### config.mk
export PLATFORM = sky130hd
export DESIGN_NAME = hws_mid_q
export DESIGN_NICKNAME = d
export VERILOG_FILES = /design/src/heading_to_wheel_speeds_macros.svh /design/src/hws_pkg.sv /design/src/hws_mid_q.sv
export SDC_FILE = /design/constraint.sdc
export NUM_CORES = 1
export LEC_CHECK = 0
export BUFFER_PORTS_ARGS = -buffer_cell sky130_fd_sc_hd__buf_2
export CORE_UTILIZATION = 35
export DETAILED_ROUTE_END_ITERATION = 10
export PLACE_DENSITY_LB_ADDON = 0.3
export SETUP_SLACK_MARGIN = 0.2
export SKIP_LAST_GASP = 1
export SYNTH_ARGS = -nofsm -noshare
export SYNTH_HDL_FRONTEND = slang
export SYNTH_SLANG_ARGS = --single-unit
### constraint.sdc
create_clock -name i_clk -period 13.4 [get_ports i_clk]
set_input_delay 0.67 -clock i_clk [delete_from_list [all_inputs] [get_ports i_clk]]
set_output_delay 0.67 -clock i_clk [all_outputs]
set_load 0.02 [all_outputs]
### src/heading_to_wheel_speeds_macros.svh
`ifndef HEADING_TO_WHEEL_SPEEDS_MACROS_SVH
`define HEADING_TO_WHEEL_SPEEDS_MACROS_SVH

// Checks run on i_clk and stay quiet while i_rst_n is low.
`define HWS_ASSERT(lbl, a, c) \
    lbl: assert property (@(posedge i_clk) disable iff (!i_rst_n) (a) |-> (c)) \
        else $error("heading_to_wheel_speeds check failed");

// Invariant that holds at every edge out of reset.
`define HWS_ALWAYS(lbl, c) `HWS_ASSERT(lbl, 1'b1, c)

`endif

### src/hws_pkg.sv
`timescale 1ns / 1ps
`default_nettype none

package hws_pkg;

    localparam int CORDIC_STEPS = 16;
    localparam int CORDIC_N     = (CORDIC_STEPS > 24) ? 24 : CORDIC_STEPS;

    localparam int XW   = 28;   // CORDIC x/y datapath
    localparam int ZW   = 24;   // CORDIC angle accumulator, Q.20
    localparam int PW   = 57;   // length product width
    localparam int LW   = 19;   // length, unsigned integer (Q19.0)
    localparam int SW   = 15;   // speed and threshold registers
    localparam int QW   = 16;   // quotient bits of the turn divider
    localparam int RW   = 32;   // divider remainder width

    localparam int PI_Q13      = 25736;
    localparam int HALF_PI_Q13 = 12868;
    localparam int HALF_PI_Q20 = 1647099;
    localparam int GAIN_Q30    = 652032874;

    localparam int MID_DEPTH = 32;
    localparam int MID_AW    = 5;
    localparam int MID_CW    = MID_AW + 1;
    localparam int OUT_DEPTH = 32;
    localparam int OUT_AW    = 5;
    localparam int OUT_CW    = OUT_AW + 1;

    typedef enum logic [1:0] {
        MODE_STRAIGHT = 2'd0,
        MODE_SOFT     = 2'd1,
        MODE_HARD     = 2'd2
    } t_mode;

    typedef enum logic [1:0] {
        CFG_MAX_SPEED = 2'd0,
        CFG_NO_TURN   = 2'd1,
        CFG_SOFT_THR  = 2'd2
    } t_cfg_idx;

    typedef struct packed {
        logic [SW-1:0] max_speed;
        logic [SW-1:0] no_turn;
        logic [SW-1:0] soft_thr;
    } t_cfg;

    typedef struct packed {
        logic [SW-1:0] base;
        logic [SW-1:0] mag;
        t_mode         mode;
        logic          pos;
    } t_mid;

    typedef struct packed {
        logic signed [15:0] left;
        logic signed [15:0] right;
        t_mode              mode;
    } t_res;

    // arctangent of 2^-i in Q.20, rounded to nearest
    function automatic logic signed [ZW-1:0] atan_q20(input int i);
        logic signed [ZW-1:0] v;
        case (i)
            0:  v = ZW'(823550);
            1:  v = ZW'(486170);
            2:  v = ZW'(256879);
            3:  v = ZW'(130396);
            4:  v = ZW'(65451);
            5:  v = ZW'(32757);
            6:  v = ZW'(16383);
            7:  v = ZW'(8192);
            8:  v = ZW'(4096);
            9:  v = ZW'(2048);
            10: v = ZW'(1024);
            11: v = ZW'(512);
            12: v = ZW'(256);
            13: v = ZW'(128);
            14: v = ZW'(64);
            15: v = ZW'(32);
            16: v = ZW'(16);
            17: v = ZW'(8);
            18: v = ZW'(4);
            19: v = ZW'(2);
            20: v = ZW'(1);
            default: v = '0;
        endcase
        return v;
    endfunction

endpackage

`default_nettype wire

### src/hws_mid_q.sv
`timescale 1ns / 1ps
`default_nettype none

module hws_mid_q import hws_pkg::*; (
    input  wire logic i_clk,
    input  wire logic i_rst_n,
    input  wire logic i_push,
    input  wire t_mid i_data,
    input  wire logic i_pop,
    output logic      o_empty,
    output t_mid      o_data
);

    t_mid r_mem [0:MID_DEPTH-1];
    logic [MID_AW-1:0] r_wp, r_rp, n_rp;
    logic [MID_CW-1:0] r_cnt;
    t_mid r_rdata;

    assign n_rp = i_pop ? r_rp + MID_AW'(1) : r_rp;

    always_ff @(posedge i_clk) begin
        if (!i_rst_n) begin
            r_wp  <= '0;
            r_rp  <= '0;
            r_cnt <= '0;
        end else begin
            if (i_push) begin
                r_wp <= r_wp + MID_AW'(1);
            end
            r_rp  <= n_rp;
            r_cnt <= r_cnt + MID_CW'(i_push) - MID_CW'(i_pop);
        end
    end

    always_ff @(posedge i_clk) begin
        if (i_push) begin
            r_mem[r_wp] <= i_data;
        end
        // prefetch the next head; a write into that slot goes straight through
        if (i_push && (r_wp == n_rp)) begin
            r_rdata <= i_data;
        end else begin
            r_rdata <= r_mem[n_rp];
        end
    end

    assign o_empty = (r_cnt == '0);
    assign o_data  = r_rdata;

endmodule

`default_nettype wire

==> flow_metrics.py <==
metrics = {
    "sta": {
        "setup_violations": 0,
        "period_share": 0.407,
        "tns_ps": 0,
        "rsz0062_at_grt": "no",
        "slew_headroom": 0.146,
        "max_freq_mhz": 183,
        "skew_ps": 25.0,
        "fin_crit_ps": 5460,
        "finalHoldViolations": 0,
        "worst_pin_slew_ps": 1280,
        "report.final.slew_viol_count": 0,
    },
    "grt": {
        "grt_usage": 0.175,
        "grt_max_degree": 179,
        "grt_first_pass_wirelength_um": 151000,
        "grt_remaining_overflow": 0,
        "grt_pass1_vias": 21200,
        "antenna_found_initial": 6,
    },
    "synthesis": {
        "synthCells": 2089,
        "async_flop_share": 0,
        "synth.ff_latch_count": 1077,
        "synth_cell_type_count": 43,
        "syn_area_per_cell_um2": 19.9,
        "synth_adder_area_share": 0.00440,
        "synth_flop_cell": "edfxtp_1",
        "synth-edff-count": 1056,
        "synth-simple-area-share": 0.0342,
        "synth_top_family_by_area": "multiplexers",
        "synth_compound_area_frac": 0.0447,
        "synth_xor_area_frac": 0.00211,
        "ys_warn_count": 0,
        "synth.cell_area_mm2": 0.0415,
        "muxShareOfSynthArea": 0.126,
        "synth-seq-area-share": 0.774,
        "syn_nets": 2140,
    },
    "die": {
        "die_w_um": 346,
        "io_pins": 71,
        "die-area_mm2": 0.120,
        "start_util": 0.355,
        "core-area_mm2": 0.117,
        "dieHeight_um": 346,
        "row_count": 125,
    },
    "finish": {
        "multi_input_area_mm2": 0.00902,
        "drive_above_1_share": 0.271,
        "layout_common_cells": "edfxtp_1 (1056), mux2_2 (155), mux4_2 (132)",
        "syn_to_final_growth_pct": 14.4,
        "n_fill_cell": 10100,
        "final_net_count": 2261,
        "register_area_mm2": 0.0321,
        "final_common_cell": "edfxtp_1",
        "post-route-util": 0.406,
        "fin_area_mm2": 0.0475,
        "fin_cells": 3825,
    },
    "route": {
        "dr_total_vias": 20700,
        "wl_per_cell_um": 27.7,
        "drtPass1Iterations": 5,
        "drt_iter0_drc": 2290,
        "finalWirelength_um": 106000,
        "route.detailed.drc": 0,
        "vias_per_cell": 5.40,
        "final_antenna_net_count": 0,
    },
    "pwr": {
        "power_mw": 7.27,
        "irDropWorstVdd_v": 0.000100,
        "leakage_nw": 14.6,
        "power_density_mw_per_mm2": 153,
    },
    "cts": {
        "cts_max_level": 3,
        "cts_tree": "done",
        "clock-root-buffer": "clkbuf_16",
        "clk_pin_slew_ps": 60,
        "clock_latency_ps": 670,
        "cts_sinks": 1077,
        "cts_buffers": 106,
        "cts_hold_buf": 0,
        "clk_path_buf_depth": 3,
        "cts_setup_buffers": 0,
        "ctsResizeCount": 0,
    },
    "job": {
        "cap_violations": 0,
    },
    "status": {
        "status": "completed",
    },
    "critical_path": {
        "max_stage_delay_ps": 980,
        "worstPathRequired_ps": 12730,
        "end_kind": "output pin",
        "cp_cell_sequence": "buf_4 -> or2_4 -> buf_4 -> o22ai_1 -> nor3_1 -> or4_1 -> buf_2",
        "start_kind": "flip-flop",
        "worstReg2RegStart": "r_wp[4]$_SDFFE_PN0P_",
        "path_max_fanout": 45,
        "critical_path.top_delay_family": "buffers and inverters",
        "r2r_end": "r_mem[22][19]$_DFFE_PP_",
        "cp.depth": 7,
        "cp_slowest_cell": "dfxtp_4",
        "critPathArrivalTime_ps": 4790,
        "ff2ff_setup_slack_ps": 10100,
        "path_class": "flip-flop to output pin",
        "critical_path_buf_inv_count": 3,
        "worst_r2r_path_depth": 4,
        "endpoint": "o_data[19]",
        "cpMostUsedCell": "buf_4",
    },
    "placed_design": {
        "port_buffers": 70,
        "dp.cells": 3626,
        "gp_congestion": 0.760,
        "dpl_cell_area_mm2": 0.0440,
        "hpwl_um": 54600,
    },
    "worst_hold_path": {
        "min_path_type": "input port to flip-flop",
        "hold_path_startpoint": "i_pop",
    },
}
-- cells in the mapped netlist (9+ instances only) --
master       n  area [um^2]
nor2b_1     67          419
mux2_1      44          495
mux2_2     155         1750
edfxtp_1  1056        31700
dfxtp_1     21          420
nand2_1     10         37.5
o21ai_0     35          175
buf_6        9          101
nor2_1      30          113
buf_2       13         65.1
buf_1       19         71.3
a22o_1      66          578
o21ai_1     32          160
o22ai_1     66          413
or4_1       33          248
clkbuf_1    78          293
ha_1        13          163
nor3_1      82          410
mux4_2     132         2970
inv_1       13         48.8
a211oi_1    66          495
-- state kept, by name (all words and copies together), names as in the netlist, named ones only --
signal  flops
r_cnt       6
r_mem    1056
r_rp        5
r_wp        5
-- routing by layer --
layer / GRT usage / wire, um / up-vias
li1: - / - / 8863
met1: 0.233 / 43900 / 10900
met2: 0.295 / 52900 / 710
met3: 0.0313 / 6780 / 144
met4: 0.0483 / 2360 / 4
met5: 0 / 26 / -
-- kinds of logic after synthesis --
logic type	count (synthesis)
compound gates	270
xor+xnor	10
fa+ha+maj	14
buf+inv	134
flops	1077
mux	332
simple gates	252
-- cell type report --
cell class / count / share of cell area
clock buffers: 134 / 0.0592
well taps: 1524 / 0.0402
repair buffers: 133 / 0.0179
clock inverters: 63 / 0.0145
inverters: 14 / 0.00111
flip-flops and latches: 1077 / 0.677
multi-input cells: 878 / 0.190
diodes: 2 / 0.000105
-- worst min path at each step --
| stage | to | cells past startpoint |
|---|---|---|
| after global routing | flip-flop | 2 |
| after floorplan | flip-flop | 1 |
| after CTS | flip-flop | 2 |
| final | flip-flop | 2 |
| after detailed placement | flip-flop | 1 |
| after global placement | flip-flop | 1 |
-- per-stage QoR --
step | hold slack [ps] | setup WS (ps)
after floorplan | 426 | 8610
after global placement | 449 | 8510
after detailed placement | 457 | 8490
after CTS | 288 | 7750
after global routing | 320 | 7520
final | 315 | 7940
-- power by group --
group	internal [mW]	switching, mW
logic	0.207	0.319
clock network	1.75	1.24
registers	3.73	0.0244
total	5.69	1.59
No activity file was read; power rests on OpenSTA's default activity.
