$ cat config.mk
export PLATFORM = sky130hd
export DESIGN_NAME = hws_front
export DESIGN_NICKNAME = d
export VERILOG_FILES = /design/src/heading_to_wheel_speeds_macros.svh /design/src/hws_pkg.sv /design/src/hws_front.sv
export SDC_FILE = /design/constraint.sdc
export NUM_CORES = 2
export LEC_CHECK = 0
export BUFFER_PORTS_ARGS = -buffer_cell sky130_fd_sc_hd__buf_2
export CORE_ASPECT_RATIO = 1.2
export CORE_MARGIN = 3
export CORE_UTILIZATION = 51
export CTS_CLUSTER_SIZE = 25
export DETAILED_ROUTE_END_ITERATION = 7
export GPL_TIMING_DRIVEN = 1
export PLACE_DENSITY = 0.7
export SLEW_MARGIN = 40
export SYNTH_ARGS = -nofsm -noshare
export SYNTH_HDL_FRONTEND = slang
export SYNTH_SLANG_ARGS = --single-unit
$ cat constraint.sdc
create_clock -name i_clk -period 6.66 [get_ports i_clk]
set_clock_uncertainty 0.2 [all_clocks]
set_input_delay 1.332 -clock i_clk [delete_from_list [all_inputs] [get_ports i_clk]]
set_output_delay 1.332 -clock i_clk [all_outputs]
set_load 0.02 [all_outputs]
$ cat src/heading_to_wheel_speeds_macros.svh
`ifndef HEADING_TO_WHEEL_SPEEDS_MACROS_SVH
`define HEADING_TO_WHEEL_SPEEDS_MACROS_SVH

// Checks run on i_clk and stay quiet while i_rst_n is low.
`define HWS_ASSERT(lbl, a, c) \
    lbl: assert property (@(posedge i_clk) disable iff (!i_rst_n) (a) |-> (c)) \
        else $error("heading_to_wheel_speeds check failed");

// Invariant that holds at every edge out of reset.
`define HWS_ALWAYS(lbl, c) `HWS_ASSERT(lbl, 1'b1, c)

`endif

$ cat src/hws_pkg.sv
`timescale 1ns / 1ps
`default_nettype none

package hws_pkg;

    localparam int CORDIC_STEPS = 16;
    localparam int CORDIC_N     = (CORDIC_STEPS > 24) ? 24 : CORDIC_STEPS;

    localparam int XW   = 28;   // CORDIC x/y datapath
    localparam int ZW   = 24;   // CORDIC angle accumulator, Q.20
    localparam int PW   = 57;   // length product width
    localparam int LW   = 19;   // length, unsigned integer (Q19.0)
    localparam int SW   = 15;   // speed and threshold registers
    localparam int QW   = 16;   // quotient bits of the turn divider
    localparam int RW   = 32;   // divider remainder width

    localparam int PI_Q13      = 25736;
    localparam int HALF_PI_Q13 = 12868;
    localparam int HALF_PI_Q20 = 1647099;
    localparam int GAIN_Q30    = 652032874;

    localparam int MID_DEPTH = 32;
    localparam int MID_AW    = 5;
    localparam int MID_CW    = MID_AW + 1;
    localparam int OUT_DEPTH = 32;
    localparam int OUT_AW    = 5;
    localparam int OUT_CW    = OUT_AW + 1;

    typedef enum logic [1:0] {
        MODE_STRAIGHT = 2'd0,
        MODE_SOFT     = 2'd1,
        MODE_HARD     = 2'd2
    } t_mode;

    typedef enum logic [1:0] {
        CFG_MAX_SPEED = 2'd0,
        CFG_NO_TURN   = 2'd1,
        CFG_SOFT_THR  = 2'd2
    } t_cfg_idx;

    typedef struct packed {
        logic [SW-1:0] max_speed;
        logic [SW-1:0] no_turn;
        logic [SW-1:0] soft_thr;
    } t_cfg;

    typedef struct packed {
        logic [SW-1:0] base;
        logic [SW-1:0] mag;
        t_mode         mode;
        logic          pos;
    } t_mid;

    typedef struct packed {
        logic signed [15:0] left;
        logic signed [15:0] right;
        t_mode              mode;
    } t_res;

    // arctangent of 2^-i in Q.20, rounded to nearest
    function automatic logic signed [ZW-1:0] atan_q20(input int i);
        logic signed [ZW-1:0] v;
        case (i)
            0:  v = ZW'(823550);
            1:  v = ZW'(486170);
            2:  v = ZW'(256879);
            3:  v = ZW'(130396);
            4:  v = ZW'(65451);
            5:  v = ZW'(32757);
            6:  v = ZW'(16383);
            7:  v = ZW'(8192);
            8:  v = ZW'(4096);
            9:  v = ZW'(2048);
            10: v = ZW'(1024);
            11: v = ZW'(512);
            12: v = ZW'(256);
            13: v = ZW'(128);
            14: v = ZW'(64);
            15: v = ZW'(32);
            16: v = ZW'(16);
            17: v = ZW'(8);
            18: v = ZW'(4);
            19: v = ZW'(2);
            20: v = ZW'(1);
            default: v = '0;
        endcase
        return v;
    endfunction

endpackage

`default_nettype wire

$ cat src/hws_front.sv
`timescale 1ns / 1ps
`default_nettype none

module hws_front import hws_pkg::*; (
    input  wire logic               i_clk,
    input  wire logic               i_rst_n,
    input  wire t_cfg               i_cfg,
    input  wire logic               push,
    output logic                    full,
    input  wire logic signed [15:0] i_heading_x,
    input  wire logic signed [15:0] i_heading_y,
    output logic                    o_mid_push,
    output t_mid                    o_mid_data,
    input  wire logic               i_mid_pop
);

    localparam logic signed [ZW-1:0] HALF_Z  = ZW'(HALF_PI_Q20);
    localparam logic signed [ZW-1:0] PI_Z    = ZW'(PI_Q13);
    localparam logic signed [ZW-1:0] TWOPI_Z = ZW'(2 * PI_Q13);
    localparam logic signed [15:0]   PI_A    = 16'(PI_Q13);
    localparam logic signed [15:0]   HALF_A  = 16'(HALF_PI_Q13);
    localparam logic [PW-1:0]        GAIN    = PW'(GAIN_Q30);
    localparam logic [PW-1:0]        LEN_RND = PW'(1) << 37;

    logic accept;
    logic [MID_CW-1:0] r_cnt, n_cnt;

    assign full   = (r_cnt == MID_CW'(MID_DEPTH));
    assign accept = push && !full;
    assign n_cnt  = r_cnt + MID_CW'(accept) - MID_CW'(i_mid_pop);

    always_ff @(posedge i_clk) begin
        if (!i_rst_n) begin
            r_cnt <= '0;
        end else begin
            r_cnt <= n_cnt;
        end
    end

    // entry: axis cases bypass the rotator, others fold into the right half plane
    logic signed [16:0] xe, ye, cx0, cy0;
    logic signed [ZW-1:0] z0;
    logic y_zero, x_zero;
    logic signed [15:0] sang0;
    logic [16:0] slen0;

    always_comb begin
        xe     = 17'(i_heading_x);
        ye     = 17'(i_heading_y);
        y_zero = (i_heading_y == 16'sd0);
        x_zero = (i_heading_x == 16'sd0);
        if (y_zero) begin
            sang0 = xe[16] ? -PI_A : 16'sd0;
            slen0 = xe[16] ? 17'(-xe) : 17'(xe);
        end else begin
            sang0 = ye[16] ? -HALF_A : HALF_A;
            slen0 = ye[16] ? 17'(-ye) : 17'(ye);
        end
        if (xe[16]) begin
            if (!ye[16]) begin
                cx0 = ye;
                cy0 = -xe;
                z0  = HALF_Z;
            end else begin
                cx0 = -ye;
                cy0 = xe;
                z0  = -HALF_Z;
            end
        end else begin
            cx0 = xe;
            cy0 = ye;
            z0  = '0;
        end
    end

    logic                 r_v    [0:CORDIC_N];
    logic signed [XW-1:0] r_cx   [0:CORDIC_N];
    logic signed [XW-1:0] r_cy   [0:CORDIC_N];
    logic signed [ZW-1:0] r_z    [0:CORDIC_N];
    logic                 r_spec [0:CORDIC_N];
    logic signed [15:0]   r_sang [0:CORDIC_N];
    logic [16:0]          r_slen [0:CORDIC_N];

    always_ff @(posedge i_clk) begin
        if (!i_rst_n) begin
            for (int i = 0; i <= CORDIC_N; i++) begin
                r_v[i] <= 1'b0;
            end
        end else begin
            r_v[0] <= accept;
            for (int i = 0; i < CORDIC_N; i++) begin
                r_v[i+1] <= r_v[i];
            end
        end
    end

    always_ff @(posedge i_clk) begin
        r_cx[0]   <= XW'(cx0) <<< 8;
        r_cy[0]   <= XW'(cy0) <<< 8;
        r_z[0]    <= z0;
        r_spec[0] <= y_zero || x_zero;
        r_sang[0] <= sang0;
        r_slen[0] <= slen0;
        for (int i = 0; i < CORDIC_N; i++) begin
            if (r_cy[i] >= 0) begin
                r_cx[i+1] <= r_cx[i] + (r_cy[i] >>> i);
                r_cy[i+1] <= r_cy[i] - (r_cx[i] >>> i);
                r_z[i+1]  <= r_z[i] + atan_q20(i);
            end else begin
                r_cx[i+1] <= r_cx[i] - (r_cy[i] >>> i);
                r_cy[i+1] <= r_cy[i] + (r_cx[i] >>> i);
                r_z[i+1]  <= r_z[i] - atan_q20(i);
            end
            r_spec[i+1] <= r_spec[i];
            r_sang[i+1] <= r_sang[i];
            r_slen[i+1] <= r_slen[i];
        end
    end

    // round angle to Q3.13 and wrap into [-pi, pi); scale length by the CORDIC gain
    logic signed [ZW-1:0] zr;
    logic signed [15:0]   ang_w;
    logic [XW-2:0]        cxp;

    always_comb begin
        zr = (r_z[CORDIC_N] + ZW'(64)) >>> 7;
        if (zr >= PI_Z) begin
            zr = zr - TWOPI_Z;
        end else if (zr < -PI_Z) begin
            zr = zr + TWOPI_Z;
        end
        ang_w = zr[15:0];
        cxp   = r_cx[CORDIC_N][XW-1] ? '0 : r_cx[CORDIC_N][XW-2:0];
    end

    logic               r_pv;
    logic signed [15:0] r_pa;
    logic [PW-1:0]      r_prod;
    logic               r_pspec;
    logic signed [15:0] r_psang;
    logic [16:0]        r_pslen;

    always_ff @(posedge i_clk) begin
        if (!i_rst_n) begin
            r_pv <= 1'b0;
        end else begin
            r_pv <= r_v[CORDIC_N];
        end
    end

    always_ff @(posedge i_clk) begin
        r_pa    <= ang_w;
        r_prod  <= PW'(cxp) * GAIN;
        r_pspec <= r_spec[CORDIC_N];
        r_psang <= r_sang[CORDIC_N];
        r_pslen <= r_slen[CORDIC_N];
    end

    // classify
    logic [PW-1:0]      len_sum;
    logic [LW-1:0]      len;
    logic signed [15:0] ang;
    logic [15:0]        mag16;

    always_comb begin
        len_sum = r_prod + LEN_RND;
        len     = r_pspec ? LW'(r_pslen) : len_sum[PW-1:38];
        ang     = r_pspec ? r_psang : r_pa;
        mag16   = ang[15] ? 16'(-ang) : 16'(ang);
        o_mid_data.base = (len < LW'(i_cfg.max_speed)) ? len[SW-1:0] : i_cfg.max_speed;
        o_mid_data.mag  = mag16[SW-1:0];
        if (mag16[SW-1:0] <= i_cfg.no_turn) begin
            o_mid_data.mode = MODE_STRAIGHT;
        end else if (mag16[SW-1:0] <= i_cfg.soft_thr) begin
            o_mid_data.mode = MODE_SOFT;
        end else begin
            o_mid_data.mode = MODE_HARD;
        end
        o_mid_data.pos = (ang > 16'sd0);
    end

    assign o_mid_push = r_pv;

endmodule

`default_nettype wire

==> parameters.txt <==
Parameter                              Value

Global routing
  Antenna violations before repair    1
  Number of global-route vias before repair    86,800
  All-layer global routing usage    25.4%
  First-pass GRT wire length    455,000 um
  Aggregate global routing overflow    0
  Pin count of the biggest net entering global routing    86

STA
  Slew at the pin closest to its max-slew limit    0.822 ns
  Min Hold Slack    0.0995 ns
  Fin worst setup slack    -0.404 ns
  Final min period    7.06 ns
  Setup violators final    18
  Fmax    142 MHz
  Fin. Hold Viols    0
  Post-route clock period utilization    106%
  RSZ-0062 raised after global routing    true
  Final-report max-slew violation count    0
  Worst slew margin relative to its limit    44.4%

Floorplanning
  Total I/O pin count    116
  Die X-Extent    428 um
  Floorplan die area    0.220 sq mm
  Placement Rows    185
  Die outline height    513 um
  Effective utilization at floorplan    51.4%
  Floorplan Core Area    0.212 sq mm

Drt
  Routed wire per std cell    18.6 um
  Number of detailed-route iterations in the first pass    7
  Number of remaining DRC errors    0
  Vias    85,800
  Post-DR vias/cell    5.59
  Iter 0 DRT Violations    4,577
  Count of nets left with antenna violations after detail routing    0
  Wire length reported by the detailed router    285,000 um

Critical path
  Type of element capturing the critical path    flop
  Kind of start point of the critical path    flop
  Largest fanout on the critical path    8
  Worst endpoint data arrival time    7.60 ns
  Path type of the worst setup path    flop to flop
  CP Data Required Time    7.20 ns

Yosys
  Primary FF master, synth    sky130_fd_sc_hd__dfxtp_1
  Cell count after synthesis    11,900
  Synth top area share    30.5%
  Number of synthesized register bits    1,663
  Yosys cell types    97
  Post-synthesis sequential area ratio    30.5%
  Simple-gate portion of the synthesized area    13.1%
  Largest family of logic cells by synthesized area    adder cells
  Post-synthesis instance area    0.109 sq mm
  Number of warnings issued by yosys    0
  Fraction of synthesized area in multiplexers    0.496%
  Post-synth EDFFs    0
  Dominant cell type by area after synthesis    sky130_fd_sc_hd__dfxtp_1
  Adder and majority cell fraction of the synthesized area    22.8%
  XOR/XNOR share of the synthesized area    12.1%
  Complex-gate fraction of the synthesized area    17.2%
  Share of flip-flops with an asynchronous set or reset after synthesis    0%
  Syn Area/Cell    9.18 sq um
  Cell types with the largest area share after synthesis    sky130_fd_sc_hd__dfxtp_1 30%, sky130_fd_sc_hd__ha_1 16%, sky130_fd_sc_hd__xnor2_1 7.9%, sky130_fd_sc_hd__fa_1 7.0%, sky130_fd_sc_hd__xor2_1 4.2%

Min path
  Hold/Removal Path Class    flop to flop

Layout
  Ratio of cells with drive above 1 in the final layout    8.32%
  Most frequent standard cell in the layout excluding fill and tap cells    sky130_fd_sc_hd__dfxtp_1
  Leading cell types in the layout, fill and taps excluded    1,652 x sky130_fd_sc_hd__dfxtp_1, 1,347 x sky130_fd_sc_hd__ha_1, 980 x sky130_fd_sc_hd__xnor2_1
  Area delta synth->final    12.1%
  Post-layout nets    14,300
  Final non-filler cell total    15,400

Place
  Post-placement worst setup slack    -0.813 ns
  PortBufs    115
  Weighted congestion reported at the end of routability-driven placement    0.933
  Half-perimeter wire length of the detailed placement result    235,000 um
  Number of instances in the placed design    15,000

CTS
  Clock root cell    sky130_fd_sc_hd__clkbuf_16
  CTS tree    done
  Later-pin clock latency in the skew report    0.83 ns
  Clock transition at the register clock pins on the worst setup and hold paths after CTS    0.07 ns
  Max H-tree Level    4
  Longest Clk Path Bufs    3
  Total number of clock tree sinks    1,663
  Inserted Clock Buffers    169

Run
  Reported max-cap violation count    0

Status
  Failing checks    setup timing
  Run status    finished, violations left
## flip-flops by register name (all words and copies together), names as in the netlist, 5 cells and up
| register | count |
|---|---|
| r_cx | 442 |
| r_cy | 412 |
| r_z | 335 |
| r_slen | 289 |
| r_sang | 85 |
| r_prod | 20 |
| r_pslen | 17 |
| r_spec | 17 |
| r_v | 17 |
| r_pa | 16 |
| r_cnt | 6 |
| r_psang | 5 |
## layer usage
metal | vias up | GRT usage [%] | routed length (um)
met3 | 580 | 2.51 | 8860
met4 | 0 | 10.9 | 13000
met2 | 1704 | 47.8 | 147000
met1 | 40800 | 29.0 | 116000
li1 | 42700 | - | -
met5 | - | 0 | 0
## repair_timing
action	CTS	global route
hold buffers	0	0
resized for setup	55	65
endpoints found under the setup margin	21	36
cloned	1	0
setup buffers	20	18
pin swaps	20	63
## cell type report
type                            instances  area, sq um
Timing Repair Buffer                  426         3060
Clock buffer                          209         4610
Inverter                              911         3450
Sequential cell                      1663        33300
Fill cell                           18800        89800
Multi-Input combinational cell       9250        73100
Antenna cell                            1         2.50
Tap cell                             2805         3510
Clock inverter                         99         1350
## cells in the mapped netlist, types with 14 or more instances
| cell | n |
|---|---|
| sky130_fd_sc_hd__a211o_1 | 23 |
| sky130_fd_sc_hd__or2_2 | 61 |
| sky130_fd_sc_hd__dfxtp_1 | 1663 |
| sky130_fd_sc_hd__mux2i_1 | 35 |
| sky130_fd_sc_hd__o31a_1 | 30 |
| sky130_fd_sc_hd__a21oi_1 | 810 |
| sky130_fd_sc_hd__and3_1 | 87 |
| sky130_fd_sc_hd__a211oi_1 | 97 |
| sky130_fd_sc_hd__nand2_1 | 640 |
| sky130_fd_sc_hd__o21ai_0 | 596 |
| sky130_fd_sc_hd__a21boi_0 | 24 |
| sky130_fd_sc_hd__ha_1 | 1383 |
| sky130_fd_sc_hd__o22ai_1 | 15 |
| sky130_fd_sc_hd__nor2_1 | 806 |
| sky130_fd_sc_hd__nor3b_1 | 14 |
| sky130_fd_sc_hd__o21a_1 | 176 |
| sky130_fd_sc_hd__xnor2_1 | 982 |
| sky130_fd_sc_hd__nand3_1 | 205 |
| sky130_fd_sc_hd__mux2_2 | 17 |
| sky130_fd_sc_hd__or4_1 | 74 |
| sky130_fd_sc_hd__or3_1 | 148 |
| sky130_fd_sc_hd__o21bai_1 | 146 |
| sky130_fd_sc_hd__nand2b_1 | 163 |
| sky130_fd_sc_hd__inv_1 | 910 |
| sky130_fd_sc_hd__o2111ai_1 | 21 |
| sky130_fd_sc_hd__clkbuf_1 | 144 |
| sky130_fd_sc_hd__a31oi_1 | 78 |
| sky130_fd_sc_hd__and2_1 | 77 |
| sky130_fd_sc_hd__xor2_1 | 526 |
| sky130_fd_sc_hd__nor4_1 | 57 |
| sky130_fd_sc_hd__o31ai_1 | 183 |
| sky130_fd_sc_hd__o211ai_1 | 46 |
| sky130_fd_sc_hd__nor2b_1 | 181 |
| sky130_fd_sc_hd__nand4_1 | 61 |
| sky130_fd_sc_hd__a221oi_1 | 18 |
| sky130_fd_sc_hd__nand3b_1 | 18 |
| sky130_fd_sc_hd__and4_1 | 16 |
| sky130_fd_sc_hd__fa_1 | 380 |
| sky130_fd_sc_hd__buf_1 | 19 |
| sky130_fd_sc_hd__nor3_1 | 278 |
| sky130_fd_sc_hd__o41ai_1 | 77 |
| sky130_fd_sc_hd__a21o_1 | 334 |
| sky130_fd_sc_hd__a31o_2 | 35 |
| sky130_fd_sc_hd__a311oi_1 | 21 |
## metrics by stage
stage	utilization [%]	setup TNS, ns	instance area (sq um)
5_1_grt	57.7	-8.05	122000
2_1_floorplan	-	-0.0170	110000
6_report	57.7	-3.42	122000
4_1_cts	57.5	-4.54	122000
3_3_place_gp	54.5	-9.79	116000
3_5_place_dp	54.5	-9.98	116000
## worst paths after layout
check                           cells past startpoint  slack, ns            to         start
worst max-delay path                               26      -0.40    r_prod[50]  r_cx[16][27]
worst min-delay path                                0        0.1  r_slen[4][7]  r_slen[3][7]
worst max register to register                     26      -0.40    r_prod[50]  r_cx[16][27]
worst min register to register                      0        0.1  r_slen[4][7]  r_slen[3][7]
## critical path, cell delays in order (launching register included)
cell,delay [ns]
sky130_fd_sc_hd__dfxtp_4,0.48
sky130_fd_sc_hd__buf_12,0.17
sky130_fd_sc_hd__nand2b_4,0.15
sky130_fd_sc_hd__inv_4,0.05
sky130_fd_sc_hd__ha_4,0.28
sky130_fd_sc_hd__inv_4,0.04
sky130_fd_sc_hd__buf_4,0.12
sky130_fd_sc_hd__fa_1,0.61
sky130_fd_sc_hd__inv_1,0.07
sky130_fd_sc_hd__fa_1,0.49
sky130_fd_sc_hd__fa_1,0.56
sky130_fd_sc_hd__inv_1,0.06
sky130_fd_sc_hd__fa_1,0.55
sky130_fd_sc_hd__inv_1,0.06
sky130_fd_sc_hd__fa_1,0.47
sky130_fd_sc_hd__ha_1,0.31
sky130_fd_sc_hd__ha_1,0.32
sky130_fd_sc_hd__a21o_1,0.18
sky130_fd_sc_hd__a21oi_1,0.24
sky130_fd_sc_hd__nand2b_2,0.19
sky130_fd_sc_hd__a211oi_2,0.26
sky130_fd_sc_hd__buf_6,0.17
sky130_fd_sc_hd__o21bai_4,0.06
sky130_fd_sc_hd__o41a_1,0.43
sky130_fd_sc_hd__a21o_1,0.21
sky130_fd_sc_hd__a21oi_2,0.13
sky130_fd_sc_hd__xnor2_1,0.13
## cell families (layout without fill, tap and decap cells)
group,Yosys count,count (layout)
simple gates,2918,2918
xor+xnor,1510,1510
compound gates,2901,2901
fa+ha+maj,1763,1763
flops,1663,1663
buf+inv,1085,1645
other cells,1,107
mux,52,52
Power is not shown: default switching activity piles up to over one toggle a cycle in this logic, so the estimate is an artifact.
